===== config.mk =====
export PLATFORM = sky130hd
export DESIGN_NAME = leb128_integer_decoder_flat
export DESIGN_NICKNAME = d
export VERILOG_FILES = /design/src/leb_pkg.sv /design/src/leb_if.sv /design/src/leb128_integer_decoder.sv /design/src/leb_step.sv /design/src/flat_wrapper.sv
export SDC_FILE = /design/constraint.sdc
export NUM_CORES = 1
export LEC_CHECK = 0
export ABC_AREA = 1
export BUFFER_PORTS_ARGS = -buffer_cell sky130_fd_sc_hd__buf_2
export CORE_ASPECT_RATIO = 1.2
export CORE_MARGIN = 2
export CORE_UTILIZATION = 35
export CTS_CLUSTER_DIAMETER = 150
export DETAILED_ROUTE_END_ITERATION = 8
export GPL_ROUTABILITY_DRIVEN = 0
export PLACE_DENSITY = 0.58
export SYNTH_ARGS = -nofsm -noshare
export SYNTH_HDL_FRONTEND = slang
export SYNTH_SLANG_ARGS = --single-unit

===== constraint.sdc =====
create_clock -name clock -period 7.2 [get_ports clock]
set_clock_uncertainty 0.1 [all_clocks]
set_input_delay 2.16 -clock clock [delete_from_list [all_inputs] [get_ports clock]]
set_output_delay 2.16 -clock clock [all_outputs]
set_load 0.02 [all_outputs]

===== src/leb_pkg.sv =====
// ----------------------------------------------------------------------------
// LEB128 decoder package
// Kind codes, error codes and the structs passed between the decoder modules.
// ----------------------------------------------------------------------------
package leb_pkg;

   localparam logic [1:0] KIND_U32 = 2'd0;
   localparam logic [1:0] KIND_S32 = 2'd1;
   localparam logic [1:0] KIND_S64 = 2'd2;
   localparam logic [1:0] KIND_RSV = 2'd3;

   localparam logic [1:0] ERR_OK               = 2'd0;
   localparam logic [1:0] ERR_LEN_OUT_OF_BOUND = 2'd1;
   localparam logic [1:0] ERR_REP_TOO_LONG     = 2'd2;
   localparam logic [1:0] ERR_TOO_LARGE        = 2'd3;

   localparam logic [3:0] LAST_POS_32 = 4'd4;
   localparam logic [3:0] LAST_POS_64 = 4'd9;

   typedef struct packed {
      logic [63:0] acc;
      logic [3:0]  pos;
      logic [1:0]  kind;
   } state_type;

   typedef struct packed {
      logic               valid;
      logic signed [63:0] value;
      logic [1:0]         error_code;
   } result_type;

endpackage


===== src/leb_if.sv =====
// ----------------------------------------------------------------------------
// LEB128 decoder channels
// Valid/ready channels for the byte requests and the decoded results.
// ----------------------------------------------------------------------------
interface leb_req_if;
   logic       valid;
   logic       ready;
   logic [1:0] kind;
   logic [7:0] data_byte;
   logic       buffer_end;

   modport source (output valid, kind, data_byte, buffer_end, input ready);
   modport sink   (input valid, kind, data_byte, buffer_end, output ready);
endinterface

interface leb_rsp_if;
   logic               valid;
   logic               ready;
   logic signed [63:0] value;
   logic [1:0]         error_code;

   modport source (output valid, value, error_code, input ready);
   modport sink   (input valid, value, error_code, output ready);
endinterface


===== src/leb128_integer_decoder.sv =====
// A result is registered in the output entry, or in the skid entry while the output stalls.
// Throughput: one byte request per cycle while the skid entry is empty; the
// single decode step between state and result registers sets that figure.
// A two-entry result buffer keeps requests flowing while a result is stalled.
// Reset is synchronous and active high; it clears the decode state and the
// result buffer, after which the block is ready at once.
// ----------------------------------------------------------------------------
// LEB128 integer decoder
// Decodes unsigned 32, signed 32 and signed 64 LEB128 values from a byte
// stream and returns each value or an error code.
// ----------------------------------------------------------------------------
module leb128_integer_decoder (
   input logic      clock,
   input logic      reset,
   leb_req_if.sink  req_chan,
   leb_rsp_if.source rsp_chan
);
   import leb_pkg::*;

   state_type  state_ff;
   state_type  state_in;
   result_type step_res;
   result_type out_ff;
   result_type skid_ff;
   logic       accept;
   logic       out_take;
   logic       new_res;

   leb_step u_step (
      .state      (state_ff),
      .kind       (req_chan.kind),
      .data_byte  (req_chan.data_byte),
      .buffer_end (req_chan.buffer_end),
      .state_next (state_in),
      .result     (step_res)
   );

   assign req_chan.ready      = !skid_ff.valid;
   assign accept              = req_chan.valid && req_chan.ready;
   assign out_take            = out_ff.valid && rsp_chan.ready;
   assign new_res             = accept && step_res.valid;
   assign rsp_chan.valid      = out_ff.valid;
   assign rsp_chan.value      = out_ff.value;
   assign rsp_chan.error_code = out_ff.error_code;

   always_ff @(posedge clock) begin
      if (reset) begin
         state_ff      <= '0;
         out_ff.valid  <= 1'b0;
         skid_ff.valid <= 1'b0;
      end else begin
         if (accept) begin
            state_ff <= state_in;
         end
         if (skid_ff.valid) begin
            if (out_take) begin
               out_ff        <= skid_ff;
               skid_ff.valid <= 1'b0;
            end
         end else if (new_res) begin
            if (!out_ff.valid || out_take) begin
               out_ff <= step_res;
            end else begin
               skid_ff <= step_res;
            end
         end else if (out_take) begin
            out_ff.valid <= 1'b0;
         end
      end
   end

   a_skid_behind_out: assert property (@(posedge clock) disable iff (reset)
      skid_ff.valid |-> out_ff.valid)
      else $error("skid entry held without an output entry");

   a_pos_bound: assert property (@(posedge clock) disable iff (reset)
      state_ff.pos <= LAST_POS_64)
      else $error("byte position beyond the longest encoding");

   a_kind_latched: assert property (@(posedge clock) disable iff (reset)
      (state_ff.pos != 4'd0) |-> (state_ff.kind != KIND_RSV))
      else $error("reserved kind latched for a value in progress");

   a_stall_to_skid: assert property (@(posedge clock) disable iff (reset)
      (new_res && out_ff.valid && !rsp_chan.ready) |=> skid_ff.valid)
      else $error("result lost while output stalled");

endmodule


===== src/leb_step.sv =====
// ----------------------------------------------------------------------------
// LEB128 byte step
// Folds one byte into the decode state and forms the result it causes.
// ----------------------------------------------------------------------------
module leb_step (
   input  leb_pkg::state_type  state,
   input  logic [1:0]          kind,
   input  logic [7:0]          data_byte,
   input  logic                buffer_end,
   output leb_pkg::state_type  state_next,
   output leb_pkg::result_type result
);
   import leb_pkg::*;

   logic [1:0]  eff_kind;
   logic [3:0]  last_pos;
   logic [3:0]  pos_c;
   logic [5:0]  shamt;
   logic [6:0]  filled;
   logic [63:0] base;
   logic [63:0] acc_new;
   logic [63:0] ext_val;
   logic [63:0] fin_val;
   logic        is_signed;
   logic        is_last;
   logic        range_bad;
   logic [6:0]  pos7;

   always_comb begin
      if (state.pos == 4'd0) begin
         eff_kind = (kind == KIND_RSV) ? KIND_S64 : kind;
         base     = 64'd0;
      end else begin
         eff_kind = state.kind;
         base     = state.acc;
      end
      last_pos  = (eff_kind == KIND_S64) ? LAST_POS_64 : LAST_POS_32;
      pos_c     = (state.pos > last_pos) ? last_pos : state.pos;
      is_signed = (eff_kind != KIND_U32);
      is_last   = (pos_c == last_pos);
      pos7      = {pos_c, 3'b000} - {3'b000, pos_c};
      shamt     = pos7[5:0];
      filled    = pos7 + 7'd7;
      acc_new   = base | ({57'd0, data_byte[6:0]} << shamt);

      ext_val = acc_new;
      if (is_signed && data_byte[6] && (pos_c <= 4'd8)) begin
         ext_val = acc_new | ({64{1'b1}} << filled);
      end
      case (eff_kind)
         KIND_U32: fin_val = {32'd0, ext_val[31:0]};
         KIND_S32: fin_val = {{32{ext_val[31]}}, ext_val[31:0]};
         default:  fin_val = ext_val;
      endcase

      case (eff_kind)
         KIND_U32: range_bad = (data_byte[6:4] != 3'b000);
         KIND_S32: range_bad = (data_byte[7:4] != (data_byte[3] ? 4'h7 : 4'h0));
         default:  range_bad = (data_byte[7:1] != (data_byte[0] ? 7'h3f : 7'h00));
      endcase

      result.valid      = 1'b1;
      result.value      = -64'sd1;
      result.error_code = ERR_OK;
      state_next.acc    = 64'd0;
      state_next.pos    = 4'd0;
      state_next.kind   = eff_kind;

      if (buffer_end) begin
         result.error_code = ERR_LEN_OUT_OF_BOUND;
         state_next.kind   = state.kind;
      end else if (is_last && data_byte[7]) begin
         result.error_code = ERR_REP_TOO_LONG;
      end else if (is_last && range_bad) begin
         result.error_code = ERR_TOO_LARGE;
      end else if (!data_byte[7]) begin
         result.value = fin_val;
      end else begin
         result.valid   = 1'b0;
         state_next.acc = acc_new;
         state_next.pos = pos_c + 4'd1;
      end
   end

endmodule

===== src/flat_wrapper.sv =====
// flat-port wrapper written by rule: the top's interface ports become plain ports
module leb128_integer_decoder_flat import leb_pkg::*;
  (clock, reset, req_chan_valid, req_chan_kind, req_chan_data_byte, req_chan_buffer_end, req_chan_ready, rsp_chan_valid, rsp_chan_value, rsp_chan_error_code, rsp_chan_ready);
  leb_req_if req_chan_i ();
  leb_rsp_if rsp_chan_i ();
  input logic clock;
  input logic reset;
  input wire logic [$bits(req_chan_i.valid)-1:0] req_chan_valid;
  input wire logic [$bits(req_chan_i.kind)-1:0] req_chan_kind;
  input wire logic [$bits(req_chan_i.data_byte)-1:0] req_chan_data_byte;
  input wire logic [$bits(req_chan_i.buffer_end)-1:0] req_chan_buffer_end;
  output wire logic [$bits(req_chan_i.ready)-1:0] req_chan_ready;
  output wire logic [$bits(rsp_chan_i.valid)-1:0] rsp_chan_valid;
  output wire logic [$bits(rsp_chan_i.value)-1:0] rsp_chan_value;
  output wire logic [$bits(rsp_chan_i.error_code)-1:0] rsp_chan_error_code;
  input wire logic [$bits(rsp_chan_i.ready)-1:0] rsp_chan_ready;
  assign req_chan_i.valid = req_chan_valid;
  assign req_chan_i.kind = req_chan_kind;
  assign req_chan_i.data_byte = req_chan_data_byte;
  assign req_chan_i.buffer_end = req_chan_buffer_end;
  assign req_chan_ready = req_chan_i.ready;
  assign rsp_chan_valid = rsp_chan_i.valid;
  assign rsp_chan_value = rsp_chan_i.value;
  assign rsp_chan_error_code = rsp_chan_i.error_code;
  assign rsp_chan_i.ready = rsp_chan_ready;
  leb128_integer_decoder u_core (.clock(clock), .reset(reset), .req_chan(req_chan_i), .rsp_chan(rsp_chan_i));
endmodule

==> impl_metrics.yaml, run 1 <==
status:
  outcome: "complete, no violations"
synthesis:
  syn_area_sq_mm: 0.0108
  synth_area_leader_cell: "edfxtp_1"
  synth_top_area_share_pct: 36.7
  synth_nets: 1422
  synth_seq_cells: 204
  async_flop_share_pct: 0
  synth_cell_types: 45
  synth-edff-count: 132
  yosys_warnings: 0
  synth_area_leaders: "edfxtp_1, nand2_1, dfxtp_1"
  synthCells: 1403
  ys_seq_area_share_pct: 50.0
  syn_area_per_cell_sq_um: 7.71
  ys.flop_type: "edfxtp_1"
die:
  start_util_pct: 35.5
  dieArea_sq_mm: 0.0323
  fp.dieH_microns: 197
  io_pins: 83
  rows: 70
  dieWidth_microns: 164
  coreArea_sq_mm: 0.0305
pwr:
  power_frac_clock_pct: 31.0
  power_frac_comb_pct: 34.6
  internal-power_mw: 2.39
  peakVddDrop_mv: 0.211
  powerDensity_mw_per_mm2: 317
  switching_share_pct: 38.8
  p_switching_mw: 1.52
  total_leakage_power_nw: 4.97
  p_total_mw: 3.91
  p_seq_share_pct: 34.5
placement:
  port_buffers: 82
  dp_hpwl_microns: 21900
  place_inst: 1826
cells_and_area:
  layout_commonest_cell: "nand2_1"
  fillers: 3155
  register_area_sq_mm: 0.00541
  antenna_cells: 0
  area_growth_pct: 14.1
  fin_cells: 1866
  finalNetCount: 1473
  drive_above_1_share_pct: 15.1
  final_cell_mix: "nand2_1, edfxtp_1, nand3_1, nor2_1, buf_2"
  multi_input_area_sq_mm: 0.00480
global_route:
  grt_pass1_vias: 8898
  grt_usage_pct: 19.7
  grt_overflow: 0
  antenna_found_initial: 0
  grt_pass1_wl_microns: 50000
  grt_max_degree: 73
worst_hold_path:
  min_path_type: "reg2reg"
  whs_endpoint: "u_core.state_ff[53]$_SDFFE_PP0P_"
  hold_depth: 2
  hold_start: "u_core.state_ff[53]$_SDFFE_PP0P_"
routing:
  first_iter_violations: 1067
  drc: 0
  vias: 9671
  routed_wl_microns: 32000
  detail-route-antenna-nets: 0
  drt-pass1-iter-count: 5
  vias_per_cell: 5.18
  wl_per_cell_microns: 17.2
timing:
  max_slew_margin_pct: 39.7
  tightest_slew_ns: 0.905
  setup_viol: 0
  final-max-slew-violation-count: 0
  min_period_ns: 6.26
  hold_viol: 0
  fin_crit_sh_pct: 86.9
  max_freq_ghz: 0.160
  rsz0062_at_grt: "false"
  setup_tns_ns: 0
cts:
  clkSinkCount: 204
  path_clk_slew_ns: 0.06
  ctsHoldBuffers: 0
  clockBufferDepth: 3
  numCtsBuffers: 22
  tritoncts: "yes"
  cts-root-buf: "clkbuf_16"
  post_cts.repair.setup_buffers: 0
  htreeDepth: 1
  ctsResizeCount: 0
  insertion_delay_ns: 0.52
worst_setup_path:
  worstSetupPathType: "in2reg"
  rr_worst_depth: 28
  timing.rr.start: "u_core.state_ff[3]$_SDFFE_PP0P_"
  cp-start-kind: "input pin"
  worstPathRequired_ns: 7.37
  worst-path-max-fanout: 19
  cp_slowest_cell: "ha_1"
  crit_path_frequent_cell: "nand2_1"
  r2r-end: "u_core.rsp_chan.value[62]$_DFFE_PP_"
  cp-end-kind: "flip-flop"
  arrival_ns: 6.43
  r2r_slack_ns: 2.08
  max_stage_delay_ns: 0.31
run:
  cap_violations: 0
-- routing by layer --
layer  GRT usage [%]  wire, microns  part of all wire (%)
met1            27.3          14000                    44
met2            30.7          14500                    45
met3            2.36           2080                   6.5
met4            9.28           1450                   4.5
met5               0              0                     0
-- critical path: cells and delay by family --
family,cells,cell delay (ns)
AO/OA/AOI/OAI,2,0.46
buffers and inverters,5,0.56
adder cells (fa/ha/maj),2,0.56
AND/OR/NAND/NOR,20,2.65
-- Yosys cell counts, types with 6 or more instances --
master / instances
o31ai_1: 6
nand3b_1: 9
o21ai_1: 12
edfxtp_1: 132
dfxtp_1: 72
a31oi_1: 16
clkbuf_1: 55
o21ai_0: 43
nand2_2: 38
a21oi_1: 74
nand3_1: 110
nor2_1: 94
buf_2: 17
inv_1: 57
nand4_1: 23
nand2_4: 7
nand2_1: 573
inv_2: 11
-- cell families after synthesis --
| group | after synthesis | synth area share (%) |
|---|---|---|
| compound gates | 171 | 8.91 |
| xor+xnor | 2 | 0.162 |
| fa+ha+maj | 4 | 0.463 |
| buf+inv | 150 | 5.85 |
| flops | 204 | 50.0 |
| simple gates | 872 | 34.6 |
-- stage by stage --
stage,instance area [sq um],worst slack (ns),hold WS [ns],utilization (%)
floorplan,10800,0.846,0.345,-
global placement,11600,0.538,0.352,38.0
detailed placement,11600,0.446,0.355,38.0
CTS,12300,0.988,0.365,40.5
global route,12300,0.552,0.377,40.5
finish,12300,0.942,0.364,40.5
-- area by class of cell --
class                   count  share of cell area (%)
repair buffers            108                    5.01
clock buffers              31                    5.16
well taps                 396                    4.01
inverters                  69                    2.10
flip-flops and latches    204                    43.8
clock inverters             9                    1.01
multi-input cells        1049                    38.9
-- power groups by stage --
stage	logic (mW)	clock network (mW)	registers (mW)
2_1_floorplan	0.886	0	1.41
5_1_grt	1.47	1.27	1.35
6_report	1.35	1.21	1.35
4_1_cts	1.32	1.23	1.35
3_5_place_dp	1.32	0	1.37
3_3_place_gp	1.32	0	1.37
-- state kept, by name, indices dropped and copies added, names as in the netlist --
register,cells
u_core.rsp_chan.valid,1
u_core.skid_ff,67
u_core.rsp_chan.error_code,2
u_core.state_ff,70
u_core.rsp_chan.value,64
-- how the worst max path moves through the flow --
stage / from / to / slack (ns) / depth (start not counted)
6_report: req_chan_kind[1] / u_core.rsp_chan.value[62]$_DFFE_PP_ / 0.94 / 29
3_3_place_gp: req_chan_kind[1] / u_core.rsp_chan.value[62]$_DFFE_PP_ / 0.54 / 29
4_1_cts: req_chan_kind[1] / u_core.rsp_chan.value[32]$_DFFE_PP_ / 0.99 / 28
5_1_grt: req_chan_kind[1] / u_core.rsp_chan.value[43]$_DFFE_PP_ / 0.55 / 29
3_5_place_dp: req_chan_kind[1] / u_core.rsp_chan.value[32]$_DFFE_PP_ / 0.45 / 28
2_1_floorplan: req_chan_kind[1] / u_core.rsp_chan.error_code[0]$_DFFE_PP_ / 0.85 / 18
No activity file was read; power rests on OpenSTA's default activity.
==> inputs of run 2 (changes only) <==
--- a/config.mk
+++ b/config.mk
@@ -14,6 +14,7 @@
 export DETAILED_ROUTE_END_ITERATION = 8
 export GPL_ROUTABILITY_DRIVEN = 0
 export PLACE_DENSITY = 0.58
+export RECOVER_POWER = 25
 export SYNTH_ARGS = -nofsm -noshare
 export SYNTH_HDL_FRONTEND = slang
 export SYNTH_SLANG_ARGS = --single-unit
==> impl_metrics.yaml, run 2 (synthesis results as in run 1) <==
die:
  fp.dieH_microns: 197
  rows: 70
  dieArea_sq_mm: 0.0323
  dieWidth_microns: 164
  coreArea_sq_mm: 0.0305
  io_pins: 83
  start_util_pct: 35.5
routing:
  vias_per_cell: 5.19
  drt-pass1-iter-count: 7
  routed_wl_microns: 32100
  drc: 0
  first_iter_violations: 1102
  vias: 9683
  detail-route-antenna-nets: 0
  wl_per_cell_microns: 17.2
pwr:
  power_frac_clock_pct: 31.1
  internal-power_mw: 2.38
  switching_share_pct: 38.9
  p_switching_mw: 1.52
  p_seq_share_pct: 34.6
  powerDensity_mw_per_mm2: 319
  total_leakage_power_nw: 4.79
  peakVddDrop_mv: 0.211
  power_frac_comb_pct: 34.4
global_route:
  grt_pass1_wl_microns: 50000
  antenna_found_initial: 0
  grt_overflow: 0
  grt_use_met1_pct: 27.3
  grt_pass1_vias: 8898
  grtUsageMet3_pct: 2.36
  grtUsageMet2_pct: 30.7
  busiest_layer: "met2"
  grt_usage_pct: 19.7
  grt_max_degree: 73
cts:
  tritoncts: "yes"
  path_clk_slew_ns: 0.06
  ctsResizeCount: 0
  post_cts.repair.setup_buffers: 0
  clockBufferDepth: 3
  cts-root-buf: "clkbuf_16"
  numCtsBuffers: 22
  htreeDepth: 1
  insertion_delay_ns: 0.52
  clkSinkCount: 204
  ctsHoldBuffers: 0
timing:
  setup_viol: 0
  fin_ws_ns: 0.714
  max_freq_ghz: 0.154
  fin_crit_sh_pct: 90.1
  rsz0062_at_grt: "false"
  final-max-slew-violation-count: 73
  max_slew_margin_pct: -150
  setup_tns_ns: 0
  min_period_ns: 6.49
  hold_viol: 0
  tightest_slew_ns: 3.75
placement:
  dp_hpwl_microns: 21900
  port_buffers: 82
  preCtsSetupSlack_ns: 0.446
  placed_cell_area_sq_mm: 0.0116
run:
  cap_violations: 1
cells_and_area:
  area_growth_pct: 13.0
  final_area_sq_mm: 0.0122
  top_register: "u_core.state_ff"
  drive_above_1_share_pct: 10.0
  final_cell_mix: "nand2_1, edfxtp_1, nand3_1, nor2_1"
  finalNetCount: 1473
  layout_commonest_cell: "nand2_1"
  antenna_cells: 0
  largest_reg_flops: 70
worst_setup_path:
  worstSetupPathType: "in2reg"
  r2r-end: "u_core.rsp_chan.value[53]$_DFFE_PP_"
  worst-path-max-fanout: 32
  worstPathRequired_ns: 7.37
  r2r_slack_ns: 1.84
  crit_path_end: "u_core.rsp_chan.value[53]$_DFFE_PP_"
  cp-start-kind: "input pin"
  rr_worst_depth: 27
  timing.rr.start: "u_core.state_ff[3]$_SDFFE_PP0P_"
  arrival_ns: 6.66
  cp-end-kind: "flip-flop"
  crit_start: "req_chan_kind[1]"
worst_hold_path:
  min_path_type: "reg2reg"
status:
  violations: "capacitance limit, slew limit"
  outcome: "complete, but fails checks"
run 2: power groups by stage:
stage	clock network, mW	registers, mW	logic [mW]
after global placement	0	1.37	1.32
after detailed placement	0	1.37	1.32
after global routing	1.27	1.35	1.46
after floorplan	0	1.41	0.886
after CTS	1.23	1.35	1.32
final	1.21	1.35	1.34
run 2: cell type report:
class | count | area [sq um]
repair buffers | 108 | 526
inverters | 69 | 259
clock buffers | 31 | 637
well taps | 396 | 495
clock inverters | 9 | 125
flip-flops and latches | 204 | 5410
multi-input cells | 1049 | 4770
fillers | 3189 | 18300
run 2: worst min path at each step:
stage	startpoint	to	slack (ns)	cells past startpoint
after floorplan	u_core.state_ff[15]$_SDFFE_PP0P_	u_core.state_ff[15]$_SDFFE_PP0P_	0.35	2
after detailed placement	u_core.state_ff[13]$_SDFFE_PP0P_	u_core.state_ff[13]$_SDFFE_PP0P_	0.36	2
final	u_core.state_ff[52]$_SDFFE_PP0P_	u_core.state_ff[52]$_SDFFE_PP0P_	0.36	2
after CTS	u_core.state_ff[67]$_SDFFE_PP0P_	u_core.state_ff[67]$_SDFFE_PP0P_	0.37	2
after global placement	u_core.state_ff[47]$_SDFFE_PP0P_	u_core.state_ff[47]$_SDFFE_PP0P_	0.35	2
after global routing	u_core.state_ff[17]$_SDFFE_PP0P_	u_core.state_ff[17]$_SDFFE_PP0P_	0.38	2
run 2: worst max-delay path, stage by stage:
cell	delay (ns)
buf_2	0.09
inv_1	0.03
nand2_1	0.05
nand3_1	0.06
nand2_1	0.24
nand2_4	0.12
ha_1	0.32
nand3_1	0.11
o21ai_2	0.19
nand3_1	0.33
nand2_4	0.33
inv_1	0.15
ha_1	0.36
inv_1	0.10
o21ai_0	0.28
nand2_1	0.11
nand2_2	0.10
inv_2	0.10
nor2_1	0.18
nand2_1	0.07
nand2_1	0.07
nand2_2	0.13
nand3_4	0.16
nand3_4	0.11
nand2_4	0.40
nand2_1	0.14
nand2_1	0.08
nand2_1	0.05
run 2: per-stage QoR:
step	std cells	utilization [%]	total power, mW	hold WS (ns)
2_1_floorplan	1403	-	2.30	0.345
3_3_place_gp	1826	38.0	2.69	0.352
3_5_place_dp	1826	38.0	2.69	0.355
4_1_cts	1866	40.5	3.90	0.365
5_1_grt	1866	40.1	4.08	0.377
6_report	1866	40.1	3.90	0.364
run 2: layer usage:
layer / vias to the layer above / part of all wire (%)
met2: 386 / 45
met1: 4479 / 44
met5: - / 0
met4: 0 / 4.5
li1: 4734 / -
met3: 84 / 6.6
==> inputs of run 3 (changes only) <==
--- a/config.mk
+++ b/config.mk
@@ -9,11 +9,11 @@
 export BUFFER_PORTS_ARGS = -buffer_cell sky130_fd_sc_hd__buf_2
 export CORE_ASPECT_RATIO = 1.2
 export CORE_MARGIN = 2
-export CORE_UTILIZATION = 35
+export CORE_UTILIZATION = 55
 export CTS_CLUSTER_DIAMETER = 150
 export DETAILED_ROUTE_END_ITERATION = 8
 export GPL_ROUTABILITY_DRIVEN = 0
-export PLACE_DENSITY = 0.58
+export PLACE_DENSITY = 0.82
 export RECOVER_POWER = 25
 export SYNTH_ARGS = -nofsm -noshare
 export SYNTH_HDL_FRONTEND = slang
==> impl_metrics.yaml, run 3 (synthesis results as in run 1) <==
status:
  outcome: "complete, but fails checks"
  violations: "capacitance limit, slew limit"
timing:
  setup_tns_ns: 0
  hold_viol: 0
  max_slew_margin_pct: -91.6
  fin_crit_sh_pct: 93.3
  max_freq_ghz: 0.149
  tightest_slew_ns: 2.87
  setup_viol: 0
  fin_ws_ns: 0.482
  rsz0062_at_grt: "false"
  min_period_ns: 6.72
  final-max-slew-violation-count: 155
cts:
  path_clk_slew_ns: 0.06
  numCtsBuffers: 21
  tritoncts: "yes"
  post_cts.repair.setup_buffers: 0
  clkSinkCount: 204
  clockBufferDepth: 3
  cts-root-buf: "clkbuf_16"
  ctsHoldBuffers: 0
  insertion_delay_ns: 0.49
  htreeDepth: 1
  ctsResizeCount: 0
pwr:
  peakVddDrop_mv: 0.155
  total_leakage_power_nw: 4.71
  powerDensity_mw_per_mm2: 310
worst_hold_path:
  min_path_type: "reg2reg"
routing:
  wl_met1_microns: 11700
  dr.max_layer_used: "met4"
  vias: 9887
  first_iter_violations: 1322
  drt-pass1-iter-count: 9
  drc: 0
  wl_per_cell_microns: 17.0
  dr_wl_met2_microns: 13300
  wl_met3_microns: 2750
  detail-route-antenna-nets: 0
  routed_wl_microns: 29200
  vias_per_cell: 5.75
cells_and_area:
  final_cell_mix: "nand2_1, edfxtp_1, nand3_1, nor2_1, a21oi_1"
  finalNetCount: 1465
  fillers: 1712
  top_register: "u_core.state_ff"
  fin_util_pct: 61.4
  area_growth_pct: 10.2
  antenna_cells: 0
  layout_commonest_cell: "nand2_1"
  largest_reg_flops: 70
  drive_above_1_share_pct: 9.25
die:
  rows: 56
  fp.dieH_microns: 158
  io_pins: 83
  start_util_pct: 55.7
  coreArea_sq_mm: 0.0194
  dieArea_sq_mm: 0.0208
  dieWidth_microns: 132
worst_setup_path:
  cp-end-kind: "flip-flop"
  path_delay_family: "simple AND/OR/NAND/NOR gates"
  max_stage_delay_ns: 0.41
  worstPathRequired_ns: 7.35
  cp-start-kind: "input pin"
  arrival_ns: 6.87
  cp_num_buf_inv: 7
  worstSetupPathType: "in2reg"
  cp_slowest_cell: "nand2_4"
  crit_path_frequent_cell: "nand2_1"
  worst-path-max-fanout: 32
global_route:
  grt_overflow: 0
  grt_pass1_wl_microns: 46400
  grt_pass1_vias: 8856
  grt_max_degree: 73
  antenna_found_initial: 0
  grt_usage_pct: 28.0
run:
  cap_violations: 3
placement:
  port_buffers: 82
  dp_hpwl_microns: 19800
  preCtsSetupSlack_ns: 0.0583
run 3: worst paths after layout:
check,startpoint,cells after the start,slack (ns),end
max reg2reg,u_core.state_ff[3]$_SDFFE_PP0P_,29,1.63,u_core.rsp_chan.value[42]$_DFFE_PP_
min reg2reg,u_core.state_ff[48]$_SDFFE_PP0P_,2,0.36,u_core.state_ff[48]$_SDFFE_PP0P_
min,u_core.state_ff[48]$_SDFFE_PP0P_,2,0.36,u_core.state_ff[48]$_SDFFE_PP0P_
max,req_chan_kind[1],30,0.48,u_core.rsp_chan.value[42]$_DFFE_PP_
run 3: worst register-to-register path, delay by kind of cell (launching register included):
family / cells / cell delay (ns)
AOI/OAI and AO/OA: 1 / 0.30
adders and majority gates: 2 / 0.66
buffers and inverters: 5 / 0.58
DFF: 1 / 0.49
and+or+nand+nor: 21 / 3.20
run 3: routing by layer:
layer | up-vias | GRT usage (%)
met4 | 0 | 13.7
met3 | 107 | 4.10
met2 | 567 | 44.4
met1 | 4503 | 37.8
met5 | - | 0
li1 | 4710 | -
run 3: final cells by class:
class                      instances  area, sq um  area share (%)
sequential                       204         5410            45.4
multi-input combinational       1049         4780            40.1
inverter                          69          259            2.17
tap                              261          327            2.74
timing repair buffer             101          474            3.98
clock inverter                    11          116           0.977
clock buffer                      25          551            4.62
run 3: per-stage QoR:
step                      std cells  power (mW)  hold slack [ns]  area (sq um)
after floorplan                1403        2.30            0.345         10800
after global placement         1684        2.60            0.351         11400
after detailed placement       1684        2.62            0.355         11400
after CTS                      1720        3.67            0.365         12000
after global routing           1720        3.86            0.377         11900
final                          1720        3.69            0.363         11900
run 3: report_power, final:
part | total, mW | switching [mW] | internal [mW]
Combinational | 1.28 | 0.975 | 0.309
Sequential | 1.35 | 0.0152 | 1.33
Clock | 1.06 | 0.440 | 0.619
Total | 3.69 | 1.43 | 2.26
